<file path="config.mk">
export PLATFORM = sky130hd
export DESIGN_NAME = bmsa_map
export DESIGN_NICKNAME = d
export VERILOG_FILES = /design/src/sv/bmsa_pkg.sv /design/src/sv/bmsa_map.sv
export SDC_FILE = /design/constraint.sdc
export NUM_CORES = 1
export LEC_CHECK = 0
export ABC_AREA = 1
export BUFFER_PORTS_ARGS = -buffer_cell sky130_fd_sc_hd__buf_2
export CAP_MARGIN = 25
export CORE_AREA = 2 2 71 73
export DETAILED_ROUTE_END_ITERATION = 10
export DIE_AREA = 0 0 73 75
export GPL_TIMING_DRIVEN = 1
export PLACE_DENSITY = 0.74
export REMOVE_ABC_BUFFERS = 1
export SYNTH_ARGS = -nofsm -noshare
export SYNTH_HDL_FRONTEND = slang
export SYNTH_SLANG_ARGS = --single-unit
export TNS_END_PERCENT = 5
</file>
<file path="constraint.sdc">
create_clock -name vclk -period 5.6
set_input_delay 0.56 -clock vclk [all_inputs]
set_output_delay 0.56 -clock vclk [all_outputs]
set_load 0.005 [all_outputs]
</file>
<file path="src/sv/bmsa_pkg.sv">
// ---------------------------------------------------------------------------
// bmsa_pkg
// shared widths, codes and types for the banded matrix scatter-accumulate
// ---------------------------------------------------------------------------
package bmsa_pkg;

    // matrix size; the store is MAX_DOF rows by MAX_DOF columns (power of two)
    localparam int MAX_DOF     = 64;
    localparam int IDX_W       = $clog2(MAX_DOF);
    localparam int ADDR_W      = 2 * IDX_W;
    localparam int STORE_DEPTH = MAX_DOF * MAX_DOF;

    // field widths
    localparam int VAL_W  = 32;
    localparam int ROW_W  = 6;
    localparam int BW_W   = 6;
    localparam int DOF_W  = 7;
    localparam int CMD_W  = 2;
    localparam int ST_W   = 2;
    localparam int SROW_W = 8;

    // apb port
    localparam int APB_ADDR_W = 5;
    localparam int APB_DATA_W = 32;
    localparam int REG_IDX_W  = 3;

    // commands
    localparam logic [CMD_W-1:0] CMD_ACC   = 2'd0;
    localparam logic [CMD_W-1:0] CMD_READ  = 2'd1;
    localparam logic [CMD_W-1:0] CMD_CLEAR = 2'd2;
    localparam logic [CMD_W-1:0] CMD_NONE  = 2'd3;

    // status codes
    localparam logic [ST_W-1:0] ST_OK    = 2'd0;
    localparam logic [ST_W-1:0] ST_SKIP  = 2'd1;
    localparam logic [ST_W-1:0] ST_RANGE = 2'd2;
    localparam logic [ST_W-1:0] ST_SAT   = 2'd3;

    // register indexes
    localparam logic [REG_IDX_W-1:0] REG_SYM  = 3'd0;
    localparam logic [REG_IDX_W-1:0] REG_BAND = 3'd1;
    localparam logic [REG_IDX_W-1:0] REG_LBW  = 3'd2;
    localparam logic [REG_IDX_W-1:0] REG_UBW  = 3'd3;
    localparam logic [REG_IDX_W-1:0] REG_DOF  = 3'd4;

    localparam logic [DOF_W-1:0] DOF_RESET = 7'd64;

    localparam logic signed [VAL_W-1:0] VAL_MAX = 32'sh7FFF_FFFF;
    localparam logic signed [VAL_W-1:0] VAL_MIN = 32'sh8000_0000;

    typedef struct packed {
        logic              sym;
        logic              band;
        logic [BW_W-1:0]   lbw;
        logic [BW_W-1:0]   ubw;
        logic [DOF_W-1:0]  dof;
    } t_cfg;

endpackage

</file>
<file path="src/sv/bmsa_map.sv">
// ---------------------------------------------------------------------------
// bmsa_map
// maps a global (row, col) pair to a store address under the active layout
// ---------------------------------------------------------------------------
module bmsa_map import bmsa_pkg::*; (
    input  t_cfg              i_cfg,
    input  logic [ROW_W-1:0]  i_row,
    input  logic [ROW_W-1:0]  i_col,
    output logic              o_ok,
    output logic [ADDR_W-1:0] o_addr
);

    logic [DOF_W-1:0]  dof_eff;
    logic              in_rng;
    logic              r_gt;
    logic [ROW_W-1:0]  diff;
    logic [ROW_W-1:0]  mx;
    logic [ROW_W-1:0]  mn;
    logic [SROW_W-1:0] rlu;
    logic              under;
    logic [SROW_W-1:0] srow;
    logic [ROW_W-1:0]  scol;
    logic [SROW_W-1:0] rows;

    // effective dof count is capped by the store size
    assign dof_eff = (32'(i_cfg.dof) > MAX_DOF) ? DOF_W'(MAX_DOF) : i_cfg.dof;
    assign in_rng  = (DOF_W'(i_row) < dof_eff) && (DOF_W'(i_col) < dof_eff);

    assign r_gt = i_row > i_col;
    assign diff = r_gt ? (i_row - i_col) : (i_col - i_row);
    assign mx   = r_gt ? i_row : i_col;
    assign mn   = r_gt ? i_col : i_row;

    // unsymmetric band row is r + L + U - c, below zero means out of band
    assign rlu   = SROW_W'(i_row) + SROW_W'(i_cfg.lbw) + SROW_W'(i_cfg.ubw);
    assign under = rlu < SROW_W'(i_col);

    always_comb begin
        unique case ({i_cfg.sym, i_cfg.band})
            2'b11: begin
                srow = SROW_W'(diff);
                scol = mn;
                rows = SROW_W'(i_cfg.lbw) + SROW_W'(1);
            end
            2'b10: begin
                srow = SROW_W'(mx);
                scol = mn;
                rows = SROW_W'(dof_eff);
            end
            2'b01: begin
                srow = rlu - SROW_W'(i_col);
                scol = i_col;
                rows = SROW_W'({i_cfg.lbw, 1'b0}) + SROW_W'(i_cfg.ubw) + SROW_W'(1);
            end
            default: begin
                srow = SROW_W'(i_row);
                scol = i_col;
                rows = SROW_W'(dof_eff);
            end
        endcase
    end

    assign o_ok = in_rng && !(i_cfg.band && !i_cfg.sym && under)
               && (srow < rows) && (32'(srow) < MAX_DOF) && (32'(scol) < MAX_DOF);

    assign o_addr = ADDR_W'(32'(srow) * MAX_DOF + 32'(scol));

endmodule

</file>
# Word-level counts from Yosys, hierarchy flattened

Index checks and enable logic that the tools add are counted.

Register bits: 0
Output and inout port bits: 13
Logic and storage cells: 35

$add $sub $neg: 9
$lt $le $gt $ge: 7
Equal/unequal tests: 3
Muxes and demuxes: 7
Reductions and logical operators: 9

Operator list:

| operator              | number |
|---|---|
| $mux W6               | 4 |
| $pmux W8 S3           | 1 |
| $add A7 B6 Y8         | 2 |
| $pmux W8 S2           | 1 |
| $lt A6 B7 Y1          | 2 |
| $add A12 B6 Y12       | 1 |
| $sub A6 B6 Y6         | 2 |
| $add A8 B1 Y8 const B | 1 |
| $lt A8 B6 Y1          | 1 |
| $lt A8 B7 Y1 const B  | 1 |
| $lt A8 B8 Y1          | 1 |
| $sub A8 B6 Y8         | 1 |
| $add A6 B1 Y7 const B | 1 |
| $add A6 B6 Y7         | 1 |
| $gt A7 B7 Y1 const B  | 1 |
| $mux W7               | 1 |
| $gt A6 B6 Y1          | 1 |
| $logic_and A1 B1 Y1   | 6 |
| $eq A2 B2 Y1 const B  | 2 |
| $eq A2 B1 Y1 const B  | 1 |
| $logic_not A1 Y1      | 2 |
| $reduce_or A2 Y1      | 1 |

# Depth between registers and ports, before layout

Depth after elaboration: 8
Mapped depth: 25
Depth with buffers taken out: 25

# Least setup slack after synthesis

OpenSTA, ideal clock, no wires.

Path type: input -> output
From: in i_cfg[8] (netlist bit)
To: out o_ok
Data arrival time: 4.150 ns
Data required time: 5.040 ns
Slack: 0.890 ns
Stages: 24
Buffers on the path: 0
Cell sequence: inv_1 -> fa_1 -> inv_1 -> ha_1 -> fa_1 -> xor2_1 -> ha_1 -> a21oi_1 -> o21ai_0 -> nand2_1 -> nand2_1 -> a21oi_1 -> inv_1 -> or2_0 -> nand3_1 -> inv_1 -> ha_1 -> nand2_1 -> and3b_1 -> nor4_1 -> nand2_1 -> nor2_1 -> nand3_1 -> a21oi_2

Word-level cells in the longest chain between the ends: 7

Ends and longest elaborated chain:

| item                                                  | RTL line       | source |
|---|---|---|
| from (decl)                                           | bmsa_map.sv:6  | `input t_cfg i_cfg,` |
| branches (longest 6 deep; another with $add A7 B6 Y8) | -              |  |
| $logic_and A1 B1 Y1 (*)                               | bmsa_map.sv:64 | `&& (srow < rows) && (32'(srow) < MAX_DOF) && (32'(scol) < MAX_DOF);` |
| to (decl)                                             | bmsa_map.sv:9  | `output logic o_ok,` |

Every way passes the cells marked *.

# Worst setup path after layout

From: in i_row[1]
To: out o_ok

Word-level cells in the longest chain between the ends: 8

Ends and longest elaborated chain:

| item                                                  | RTL line       | source |
|---|---|---|
| from (decl)                                           | bmsa_map.sv:7  | `input logic [ROW_W-1:0] i_row,` |
| branches (longest 7 deep; another with $add A7 B6 Y8) | -              |  |
| $logic_and A1 B1 Y1 (*)                               | bmsa_map.sv:64 |  |

Marks and branches as above.

==> reports/metrics.cfg <==
[critical_path]
required_ns = 5.04
cp_common_cell = nand2_1
slowest_stage = fa_1
path_class = in2out
crit_path_start_kind = primary input
max_stage_delay_ns = 0.48
critPathCaptureType = output port
crit_fanout = 6
worstPathArrival_ns = 4.65

[synthesis]
synth_top_area_share_pct = 24.8
yosysTopAreaCell = ha_1
synth_most_common_cell = nand2_1
synth_cell_types = 40
synth_commonest_cells = 86 x nand2_1, 59 x inv_1, 45 x ha_1, 29 x a21oi_1, 26 x nor2_1
synth_seq_area_share_pct = 0
syn_inst = 361
synth_area_um2 = 2270
synth.avg_cell_area_um2 = 6.28
ys_warn_count = 0
ys_top_cells_by_area = ha_1 25%, nand2_1 14%, inv_1 9.8%

[global_routing]
grt_pass1_wl_mm = 10.5
grt_start_max_net_pins = 18
track_usage_pct = 23.8
antenna_found_initial = 0
grt_overflow = 0
grt_pass1_vias = 2370

[final_layout]
nets = 493
n_clock_buffer = 0
drive_above_1_share_pct = 14.7
regArea_um2 = 0
fillerInstances = 461
final_cells = 456
multi_input_area_um2 = 2010
antenna_cells = 0
area_growth_pct = 11.8
seq_cells = 0

[pwr]
p_leak_nw = 1.44
powerDensity_nw_per_um2 = 154
power.clock.fraction_pct = 0
max-vdd-ir-drop_uv = 59.1
p_int_uw = 158
power.switching_uw = 231
p_sw_share_pct = 59.5
combPwrFrac_pct = 100.0
p_seq_share_pct = 0

[sta]
tns_ns = 0
hold_slack_ns = 1.44
finalHoldViolCount = 0
period_share_pct = 93.0
period_needed_ns = 5.21
grt_setup_unrepaired = false
finalWorstSetupSlack_ns = 0.389
fmax_mhz = 192
slew_violations = 0
setup_viol = 0
worstMarginPinSlew_ns = 0.770
slew_headroom_pct = 48.5

[placed_design]
dp.cells = 456
dpl_worst_slack_ns = 0.321
io_buffers = 46
hpwlAfterDp_mm = 5.44
globalplace.congestion = 0.922

[route]
via_per_inst = 5.49
wl_per_cell_um = 13.8
drcViolationCount = 0
postRouteAntennaNets = 0
routed_wl_mm = 6.31
initialDrtViolationCount = 186
drt_pre_antenna_iters = 4
vias = 2502

[die]
placement_rows = 25
die-height_um = 75
coreArea_um2 = 4660
initial_utilization_pct = 48.6
fp.dieW_um = 73
top_level_ports = 46
dieArea_um2 = 5480

[hold_path]
hp-class = in2out

[flow_run]
cap_violations = 0

[outcome]
outcome = completed

[power by group through the flow]
| stage | clock network (mW) | registers (mW) | logic (mW) |
|---|---|---|---|
| CTS | 0 | 0 | 0.383 |
| global placement | 0 | 0 | 0.371 |
| global route | 0 | 0 | 0.446 |
| detailed placement | 0 | 0 | 0.381 |
| finish | 0 | 0 | 0.389 |
| floorplan | 0 | 0 | 0.275 |
[cell usage in the layout, fill, tap and decap left out, drive strengths merged]
master  instances
nor3b           1
a21oi          30
and3b           1
a22o            1
a31oi           7
or2             4
a221oi          3
ha             45
xnor2           4
inv            59
and2            1
o21ai          19
nor4            1
fa             11
o211ai          4
nand4           3
nor2           27
buf            46
nor3            1
nand2          89
nand3b          2
xor2            8
mux2i           2
a31o            1
o221ai          1
o22ai           3
nand3          25
a21boi          1
a21o            2
[worst paths after layout]
check | depth (start not counted) | end | slack [ns] | from
min | 4 | o_addr[5] | 1.44 | i_col[5]
max | 26 | o_ok | 0.39 | i_row[1]
[critical path, delay by kind of cell]
family / cells / cell delay [ns]
XOR/XNOR: 1 / 0.16
buffers and inverters: 6 / 0.50
adder cells (fa/ha/maj): 5 / 1.74
AND/OR/NAND/NOR: 10 / 1.22
AO/OA/AOI/OAI: 4 / 0.45
[layer usage]
metal	routed length, um	track usage (%)
met5	0	0
met4	197	7.61
met2	2870	42.5
met3	466	0.937
met1	2770	31.0
[layout make-up]
type               count  area share, %
inverters             59           8.74
well taps             54           2.67
repair buffers        46           9.09
multi-input cells    297           79.5
[logic make-up after synthesis]
logic type / after synthesis / share of synthesized area (%)
muxes: 2 / 0.884
adders and majority gates: 56 / 34.6
AOI/OAI and AO/OA: 72 / 18.6
and+or+nand+nor: 155 / 29.9
xor gates and xnor gates: 12 / 4.64
buffers and inverters: 64 / 11.4
[timing repair]
| item | 4_1_cts | 5_1_grt |
|---|---|---|
| hold buffers | 0 | 0 |
| gates resized for setup | 0 | 3 |
| buffers inserted | 0 | 0 |
| endpoints found under the setup margin | 0 | 1 |
[stage by stage]
stage / total power, mW / instance area [um2] / utilization, %
floorplan: 0.275 / 2230 / -
global placement: 0.371 / 2530 / 54.2
CTS: 0.383 / 2530 / 54.2
detailed placement: 0.381 / 2530 / 54.2
global route: 0.446 / 2530 / 54.4
finish: 0.389 / 2530 / 54.4
Power figures use the tool's default switching activity.
