$ cat src/sv/bmsa_pkg.sv
// ---------------------------------------------------------------------------
// bmsa_pkg
// shared widths, codes and types for the banded matrix scatter-accumulate
// ---------------------------------------------------------------------------
package bmsa_pkg;

    // matrix size; the store is MAX_DOF rows by MAX_DOF columns (power of two)
    localparam int MAX_DOF     = 64;
    localparam int IDX_W       = $clog2(MAX_DOF);
    localparam int ADDR_W      = 2 * IDX_W;
    localparam int STORE_DEPTH = MAX_DOF * MAX_DOF;

    // field widths
    localparam int VAL_W  = 32;
    localparam int ROW_W  = 6;
    localparam int BW_W   = 6;
    localparam int DOF_W  = 7;
    localparam int CMD_W  = 2;
    localparam int ST_W   = 2;
    localparam int SROW_W = 8;

    // apb port
    localparam int APB_ADDR_W = 5;
    localparam int APB_DATA_W = 32;
    localparam int REG_IDX_W  = 3;

    // commands
    localparam logic [CMD_W-1:0] CMD_ACC   = 2'd0;
    localparam logic [CMD_W-1:0] CMD_READ  = 2'd1;
    localparam logic [CMD_W-1:0] CMD_CLEAR = 2'd2;
    localparam logic [CMD_W-1:0] CMD_NONE  = 2'd3;

    // status codes
    localparam logic [ST_W-1:0] ST_OK    = 2'd0;
    localparam logic [ST_W-1:0] ST_SKIP  = 2'd1;
    localparam logic [ST_W-1:0] ST_RANGE = 2'd2;
    localparam logic [ST_W-1:0] ST_SAT   = 2'd3;

    // register indexes
    localparam logic [REG_IDX_W-1:0] REG_SYM  = 3'd0;
    localparam logic [REG_IDX_W-1:0] REG_BAND = 3'd1;
    localparam logic [REG_IDX_W-1:0] REG_LBW  = 3'd2;
    localparam logic [REG_IDX_W-1:0] REG_UBW  = 3'd3;
    localparam logic [REG_IDX_W-1:0] REG_DOF  = 3'd4;

    localparam logic [DOF_W-1:0] DOF_RESET = 7'd64;

    localparam logic signed [VAL_W-1:0] VAL_MAX = 32'sh7FFF_FFFF;
    localparam logic signed [VAL_W-1:0] VAL_MIN = 32'sh8000_0000;

    typedef struct packed {
        logic              sym;
        logic              band;
        logic [BW_W-1:0]   lbw;
        logic [BW_W-1:0]   ubw;
        logic [DOF_W-1:0]  dof;
    } t_cfg;

endpackage

$ cat src/sv/bmsa_cfg.sv
// ---------------------------------------------------------------------------
// bmsa_cfg
// apb register file for the layout and range settings
// ---------------------------------------------------------------------------
module bmsa_cfg import bmsa_pkg::*; (
    input  logic                  i_clk,
    input  logic                  i_rst_n,
    input  logic                  psel,
    input  logic                  penable,
    input  logic                  pwrite,
    input  logic [APB_ADDR_W-1:0] paddr,
    input  logic [APB_DATA_W-1:0] pwdata,
    output logic [APB_DATA_W-1:0] prdata,
    output logic                  pready,
    output t_cfg                  o_cfg
);

    t_cfg                 r_cfg;
    logic                 wr_en;
    logic [REG_IDX_W-1:0] reg_idx;

    assign pready  = 1'b1;
    assign wr_en   = psel && penable && pwrite;
    assign reg_idx = paddr[APB_ADDR_W-1:2];

    always_ff @(posedge i_clk) begin
        if (!i_rst_n) begin
            r_cfg.sym  <= 1'b0;
            r_cfg.band <= 1'b0;
            r_cfg.lbw  <= '0;
            r_cfg.ubw  <= '0;
            r_cfg.dof  <= DOF_RESET;
        end else if (wr_en) begin
            unique case (reg_idx)
                REG_SYM:  r_cfg.sym  <= pwdata[0];
                REG_BAND: r_cfg.band <= pwdata[0];
                REG_LBW:  r_cfg.lbw  <= pwdata[BW_W-1:0];
                REG_UBW:  r_cfg.ubw  <= pwdata[BW_W-1:0];
                REG_DOF:  r_cfg.dof  <= pwdata[DOF_W-1:0];
                default: begin
                end
            endcase
        end
    end

    always_comb begin
        unique case (reg_idx)
            REG_SYM:  prdata = APB_DATA_W'(r_cfg.sym);
            REG_BAND: prdata = APB_DATA_W'(r_cfg.band);
            REG_LBW:  prdata = APB_DATA_W'(r_cfg.lbw);
            REG_UBW:  prdata = APB_DATA_W'(r_cfg.ubw);
            REG_DOF:  prdata = APB_DATA_W'(r_cfg.dof);
            default:  prdata = '0;
        endcase
    end

    assign o_cfg = r_cfg;

endmodule

$ cat config.mk
export PLATFORM = sky130hd
export DESIGN_NAME = bmsa_cfg
export DESIGN_NICKNAME = d
export VERILOG_FILES = /design/src/sv/bmsa_pkg.sv /design/src/sv/bmsa_cfg.sv
export SDC_FILE = /design/constraint.sdc
export NUM_CORES = 1
export LEC_CHECK = 0
export ABC_CLOCK_PERIOD_IN_PS = 2300
export BUFFER_PORTS_ARGS = -buffer_cell sky130_fd_sc_hd__buf_4
export CELL_PAD_IN_SITES_DETAIL_PLACEMENT = 0
export CELL_PAD_IN_SITES_GLOBAL_PLACEMENT = 2
export CORE_AREA = 2 2 79 81
export DETAILED_ROUTE_END_ITERATION = 8
export DIE_AREA = 0 0 81 83
export PLACE_DENSITY = 0.92
export SLEW_MARGIN = 20
export SYNTH_ARGS = -nofsm -noshare
export SYNTH_HDL_FRONTEND = slang
export SYNTH_SLANG_ARGS = --single-unit
$ cat constraint.sdc
create_clock -name i_clk -period 2.3 [get_ports i_clk]
set_input_delay 0.46 -clock i_clk [delete_from_list [all_inputs] [get_ports i_clk]]
set_output_delay 0.46 -clock i_clk [all_outputs]
set_load 0.01 [all_outputs]
# After elaboration in Yosys (flattened, before gate mapping)
# Cells that the tools add are included.
# totals
mem_bits_rw	0
inputBits	42
latchBits	0
mem_bits_ro	0
regBits	21
mem_count	0
# op_classes
n_bitwise	0
n_eq_ne	4
magnitude_cmp	0
addsub	0
muxes	1
mul	0
div	0
shift	0
reduce_logical	8
# ops
cell	n
case mux 7 bit (5 select lines)	1
AND reduction 2 bit	5
== test 3 x 2 -> 1 bit, second input constant	2
== test 3 x 1 -> 1 bit, second input constant	1
== test 3 bit, second input constant	1
logical NOT 3 bit	1
logical AND 1 bit	2

# Depth between registers and ports, before layout
# Gate-level depths: netlist (run 1).
# depth
word_depth	3
depth_mapped	5
mapped_depth_nobuf	3

# Worst setup path after synthesis (run 1)
# Ideal clock, no wire load.
# synth_path
kind	input to output
start	in paddr[4]
end	out prdata[1]
setup_slack_ns	0.729
arrival_ns	1.111
required_ns	1.840
n_path_buf	2
path_stages	4
path_cell_list	buf_4 -> nand2b_4 -> buf_6 -> o2bb2ai_1
# synth_between
elab_chain_cells	2
# synth_lines
item	line_no	source
start, declared	bmsa_cfg.sv:11	input logic [APB_ADDR_W-1:0] paddr,
== test 3 bit, or another cell as far along	bmsa_cfg.sv:47	unique case (reg_idx)
case mux 7 bit (5 select lines) *	bmsa_cfg.sv:47	
end, declared	bmsa_cfg.sv:13	output logic [APB_DATA_W-1:0] prdata,
# Every way passes the cells marked *; elsewhere a longest branch is shown, timed or not.

# Worst setup path after layout (run 1)
# layout_path
start	in paddr[3]
end	out prdata[3]
# The elaborated chain is that of the path after synthesis.

==> out/qor.yml, run 1 <==
synth:
  yosysMostFrequentCell: "buf_4"
  synthTopCellsByArea: "dfxtp_1 (33%), mux2i_1 (20%), buf_4 (17%), nand2_1 (7.5%), o2bb2ai_1 (3.5%)"
  ys_async_sr_fraction_pct: 0
  synth-main-ff-cell: "dfxtp_1"
  synth_common_cells: "buf_4 (28), mux2i_1 (25), nand2_1 (25), dfxtp_1 (21), o2bb2ai_1 (5)"
  syn_area_um2: 1250
  synth_seq_area_share_pct: 33.5
  ys_warn_count: 0
  synth_seq_cells: 21
  synth_cell_types: 24
  yosys.area.top_type: "dfxtp_1"
  synthCells: 129
  synth_top_cell_area_share_pct: 33.5
  synth_edf_count: 0
  syn_area_per_cell_um2: 9.73
sta:
  setup_viol: 0
  final.setup.worst_slack_ns: 0.450
  drv_slew: 0
  period_share_pct: 80.4
  fin_tns_setup_ns: 0
  clock.fmax_mhz: 541
  fin_worst_skew_ns: 0
  period_minus_slack_ns: 1.85
  rsz0062_at_grt: "no"
  hold_viol_final: 0
worst_setup_path:
  path_class: "input port to output pin"
  critPathRequiredTime_ns: 1.84
  cp-start-kind: "input port"
  cp_common_cell: "buf_4"
  path_delay_family: "buffers and inverters"
  cp_cell_sequence: "buf_4, nand2b_4, nor2_1, buf_4, o2bb2ai_1, buf_4"
  cp.arrival_ns: 1.39
  crit_path_end_kind: "output pin"
  path_max_fanout: 8
  crit_slowest_cell: "nor2_1"
  crit_path_max_incr_delay_ns: 0.19
  cp_num_buf_inv: 3
routing:
  routedWlPerCell_um: 12.2
  routed_via_density: 3.86
  vias: 937
  drc: 0
  drt-total-wl_um: 2950
  drt_iter0_markers: 28
  ant_nets: 0
  dr.pass1.iters: 4
job:
  cap_viol_max_count: 0
global_routing:
  overflow: 0
  track_usage_pct: 8.51
  grt_pass1_wl_um: 4490
  antenna_found_initial: 0
  grt_max_degree: 28
  grt_pass1_vias: 856
floorplanning:
  die-area_um2: 6720
  fp-row-count: 28
  start_util_pct: 21.6
  fp.coreArea_um2: 5820
  fp.dieH_um: 83
  ioPinCount: 96
  die_w_um: 81
placed_design:
  hpwl_um: 2220
  port_buffers: 42
  placedCellCount: 239
  pre_cts_ws_ns: 0.439
  gp_congestion: 0.704
cts:
  cts_inserted_buffers: 3
  htree_levels: 1
  clk_latency_ns: 0.25
  cts_max_path_buffers: 2
  cts_resized: 0
  clock_sinks: 21
  cts_tree: "yes"
  cts_setup_buffers: 0
  cts_root_buf: "clkbuf_8"
  path_clk_slew_ns: 0.08
  cts_hold_buf: 0
power_and_ir_drop:
  ir_drop_mv: 0.180
  powerDensity_nw_per_um2: 453
  p_leak_nw: 0.711
min_path:
  hold_class: "input port to flop"
final_layout:
  area_growth_syn_to_layout_pct: 25.4
  largest_reg_flops: 21
  drive_above_1_share_pct: 32.1
  n_antenna_cell: 0
  nNetsFinal: 211
  fin_cells: 243
status:
  status: "finished, final reports clean"
==> cell usage in the layout, fill, tap and decap left out, types with 2 or more instances in the layout <==
cell type,Yosys,layout
clkbuf_8,0,3
o41ai_1,2,2
buf_4,28,43
conb_1,2,26
mux2i_1,25,25
nand2_1,25,25
o311ai_1,2,2
o2bb2ai_1,5,5
dfxtp_1,21,21
o21ai_0,2,2
nor2_8,2,2
nand2b_4,2,2
==> logic make-up after synthesis <==
kind of cell / Yosys count / share of synthesized area (%)
buf+inv: 33 / 18.9
other cells: 2 / 0.598
compound gates: 14 / 8.87
mux: 25 / 19.9
flops: 21 / 33.5
simple gates: 34 / 18.1
==> worst register-to-register path, delay by kind of cell (launching register included) <==
kind / cells / cell delay, ns
flip-flops: 1 / 0.33
AO/OA/AOI/OAI: 2 / 0.19
==> layout make-up <==
class / count / area, µm²
Clock buffer: 3 / 41.3
Clock inverter: 1 / 5.00
Fill cell: 652 / 4240
Inverter: 1 / 3.75
Multi-Input combinational cell: 99 / 687
Sequential cell: 21 / 420
Tap cell: 75 / 93.8
Timing Repair Buffer: 43 / 323
==> per-stage QoR <==
stage / util (%) / instance area, µm² / total power [mW] / hold WS [ns]
2_1_floorplan: - / 1350 / 0.474 / 0.490
3_5_place_dp: 26.3 / 1530 / 0.478 / 0.470
5_1_grt: 27.1 / 1570 / 0.749 / 0.473
4_1_cts: 27.1 / 1570 / 0.724 / 0.470
3_3_place_gp: 26.3 / 1530 / 0.478 / 0.462
6_report: 27.1 / 1570 / 0.713 / 0.476
==> power breakdown <==
| part | internal (mW) | switching (mW) | total [mW] |
|---|---|---|---|
| Sequential | 0.366 | 0.00217 | 0.368 |
| Combinational | 0.0358 | 0.0648 | 0.101 |
| Clock | 0.121 | 0.124 | 0.244 |
==> routing by layer <==
layer | part of all wire (%) | GRT usage (%) | vias up
met2 | 49 | 14.4 | 42
met5 | 0 | 0 | -
met4 | 0.91 | 2.77 | 0
met1 | 43 | 10.9 | 421
met3 | 6.4 | 1.30 | 2
li1 | - | - | 472
==> final timing paths <==
kind              from         to  slack (ns)  cells past startpoint
max           paddr[3]  prdata[3]        0.45                      6
max reg2reg   o_cfg[6]   o_cfg[6]        1.65                      2
min reg2reg  o_cfg[11]  o_cfg[11]        0.48                      2
min           paddr[3]  o_cfg[19]        0.48                      2
No activity file was read; power rests on OpenSTA's default activity.
==> run 2, diff against run 1 <==
--- a/config.mk
+++ b/config.mk
@@ -5,14 +5,15 @@
 export SDC_FILE = /design/constraint.sdc
 export NUM_CORES = 1
 export LEC_CHECK = 0
-export ABC_CLOCK_PERIOD_IN_PS = 2300
+export ABC_AREA = 1
+export ABC_CLOCK_PERIOD_IN_PS = 1800
 export BUFFER_PORTS_ARGS = -buffer_cell sky130_fd_sc_hd__buf_4
 export CELL_PAD_IN_SITES_DETAIL_PLACEMENT = 0
 export CELL_PAD_IN_SITES_GLOBAL_PLACEMENT = 2
-export CORE_AREA = 2 2 79 81
+export CORE_AREA = 2 2 87 89
 export DETAILED_ROUTE_END_ITERATION = 8
-export DIE_AREA = 0 0 81 83
-export PLACE_DENSITY = 0.92
+export DIE_AREA = 0 0 89 91
+export PLACE_DENSITY = 0.87
 export SLEW_MARGIN = 20
 export SYNTH_ARGS = -nofsm -noshare
 export SYNTH_HDL_FRONTEND = slang
==> constraint.sdc (replaced) <==
create_clock -name i_clk -period 1.8 [get_ports i_clk]
set_input_delay 0.36 -clock i_clk [delete_from_list [all_inputs] [get_ports i_clk]]
set_output_delay 0.36 -clock i_clk [all_outputs]
set_load 0.01 [all_outputs]
==> run 2 against run 1 <==
  * Global-route usage shrank 0.30 points
  * Setup slack lost 0.25 ns
  * Non-clock buffer count grew 3
  * Core utilization shrank 4.4 points
  * Clock power grew 28%
  * First-iteration DRC count grew 46%
  * Die area grew 20%
  * Critical path depth grew 2
  * Area after synthesis grew 1.0%
  * Critical path type unchanged
  * Largest cell class unchanged
==> out/qor.yml, run 2 <==
status:
  status: "finished, final reports clean"
cts:
  path_clk_slew_ns: 0.07
  cts_inserted_buffers: 3
  cts_root_buf: "clkbuf_8"
  cts_hold_buf: 0
  cts_max_path_buffers: 2
  clk_latency_ns: 0.25
  cts_tree: "yes"
  htree_levels: 1
  cts_setup_buffers: 0
  cts_resized: 0
  clock_sinks: 21
sta:
  rsz0062_at_grt: "no"
  period_minus_slack_ns: 1.60
  tightest_slew_ns: 0.533
  setup_viol: 0
  max-slew-margin-rel_pct: 64.5
  period_share_pct: 88.8
  hold_viol_final: 0
  fin_worst_skew_ns: 0
  drv_slew: 0
  fin_tns_setup_ns: 0
  clock.fmax_mhz: 626
worst_setup_path:
  crit_path_end_kind: "output pin"
  cp.arrival_ns: 1.24
  reg2reg_depth: 2
  path_class: "input port to output pin"
  path_max_fanout: 12
  critPathRequiredTime_ns: 1.44
  r2r_slack_ns: 1.19
  cp-start-kind: "input port"
synth:
  yosysMostFrequentCell: "nand2_1"
  ys_warn_count: 0
  synthTopCellsByArea: "dfxtp_1 (33%), buf_4 (17%), nand2_1 (15%), nor2_1 (13%), nand3_1 (9.1%)"
  synth_seq_cells: 21
  ys_async_sr_fraction_pct: 0
  synth_common_cells: "nand2_1 (50), nor2_1 (45), buf_4 (29), nand3_1 (23), dfxtp_1 (21)"
  synth_seq_area_share_pct: 33.2
  yosys.area.top_type: "dfxtp_1"
  synth_cell_types: 15
  synth-main-ff-cell: "dfxtp_1"
  synthCells: 195
  syn_area_per_cell_um2: 6.50
  synth_top_cell_area_share_pct: 33.2
  syn_area_um2: 1270
  synth_edf_count: 0
placed_design:
  port_buffers: 42
  gp_congestion: 0.773
  hpwl_um: 2490
  place_area_um2: 1580
power_and_ir_drop:
  p_seq_share_pct: 51.2
  power_mw: 0.927
  ir_drop_mv: 0.161
  power.switching_mw: 0.252
  comb_power_share_pct: 15.0
  p_leak_nw: 0.813
  powerDensity_nw_per_um2: 572
  power_frac_clock_pct: 33.8
  switching_share_pct: 27.1
  p_int_mw: 0.675
global_routing:
  overflow: 0
  grt_pass1_wl_um: 5180
  grt_pass1_vias: 1050
  grt_max_degree: 22
  antenna_found_initial: 0
  track_usage_pct: 8.21
routing:
  drt-total-wl_um: 3390
  routedWlPerCell_um: 10.1
  ant_nets: 0
  drc: 0
  dr.pass1.iters: 4
  drt_iter0_markers: 41
  routed_via_density: 3.56
  vias: 1197
final_layout:
  nNetsFinal: 280
  layout_commonest_cell: "nand2_1"
  mostFrequentLayoutCells: "nand2_1 (50), buf_4 (46), nor2_1 (45), conb_1 (26), nand3_1 (23)"
  stdcell_area_um2: 1620
  largest_reg_flops: 21
  area_growth_syn_to_layout_pct: 27.8
  drive_above_1_share_pct: 23.2
  n_fill_cell: 832
  n_antenna_cell: 0
job:
  cap_viol_max_count: 0
min_path:
  hold-path-cell-count: 3
  hold_class: "input port to flop"
floorplanning:
  ioPinCount: 96
  fp-row-count: 31
  start_util_pct: 17.8
  die_w_um: 89
  die-area_um2: 8100
  fp.coreArea_um2: 7140
  fp.dieH_um: 91
run 2: changes by cell type after synthesis, moves of 5 or more:
cell and delta:
nand3_1 +23, o2bb2ai_1 -5, mux2i_1 -25, nand2_1 +25, nor2_1 +44, inv_1 +10
run 2: per-stage QoR:
step | setup slack [ns] | util [%] | hold slack (ns) | cells
final | 0.202 | 22.7 | 0.308 | 336
after detailed placement | 0.177 | 22.1 | 0.496 | 332
after floorplan | 0.475 | - | 0.481 | 219
after global routing | 0.109 | 22.7 | 0.317 | 336
after CTS | 0.175 | 22.7 | 0.301 | 336
after global placement | 0.182 | 22.1 | 0.493 | 332
run 2: worst max-delay path: stages:
cell     delay [ns]
buf_4          0.13
inv_2          0.11
nand2_1        0.06
nor2_1         0.08
buf_4          0.20
nand2_1        0.07
nand3_1        0.09
buf_4          0.12
run 2: power by group through the flow:
| stage | registers, mW | logic, mW | clock network [mW] |
|---|---|---|---|
| finish | 0.475 | 0.139 | 0.313 |
| detailed placement | 0.486 | 0.139 | 0 |
| CTS | 0.475 | 0.139 | 0.330 |
| global placement | 0.486 | 0.139 | 0 |
| floorplan | 0.488 | 0.126 | 0 |
| global route | 0.476 | 0.156 | 0.357 |
run 2: area by class of cell:
type                            instances  area [µm²]  area share (%)
Multi-Input combinational cell        154         641            39.5
Tap cell                               99         124            7.64
Timing Repair Buffer                   46         345            21.3
Clock buffer                            4        45.0            2.78
Inverter                               12        45.0            2.78
Sequential cell                        21         420            25.9
run 2: logic make-up (layout without fill, tap and decap cells):
kind of cell / after synthesis / in the layout / synth area share [%]
simple gates: 125 / 125 / 41.7
buf+inv: 44 / 62 / 23.4
flops: 21 / 21 / 33.2
compound gates: 3 / 3 / 1.18
other cells: 2 / 26 / 0.593
run 2: final timing paths:
path                                  end  startpoint
worst max-delay path            prdata[1]    paddr[4]
worst min-delay path             o_cfg[6]   pwdata[6]
worst max register to register  o_cfg[20]   o_cfg[20]
worst min register to register  o_cfg[12]   o_cfg[12]
run 2: metal layers:
| layer | GRT usage [%] | routed length (µm) |
|---|---|---|
| met2 | 14.6 | 1650 |
| met4 | 2.61 | 29 |
| met1 | 9.77 | 1520 |
| met3 | 1.55 | 183 |
| met5 | 0 | 0 |
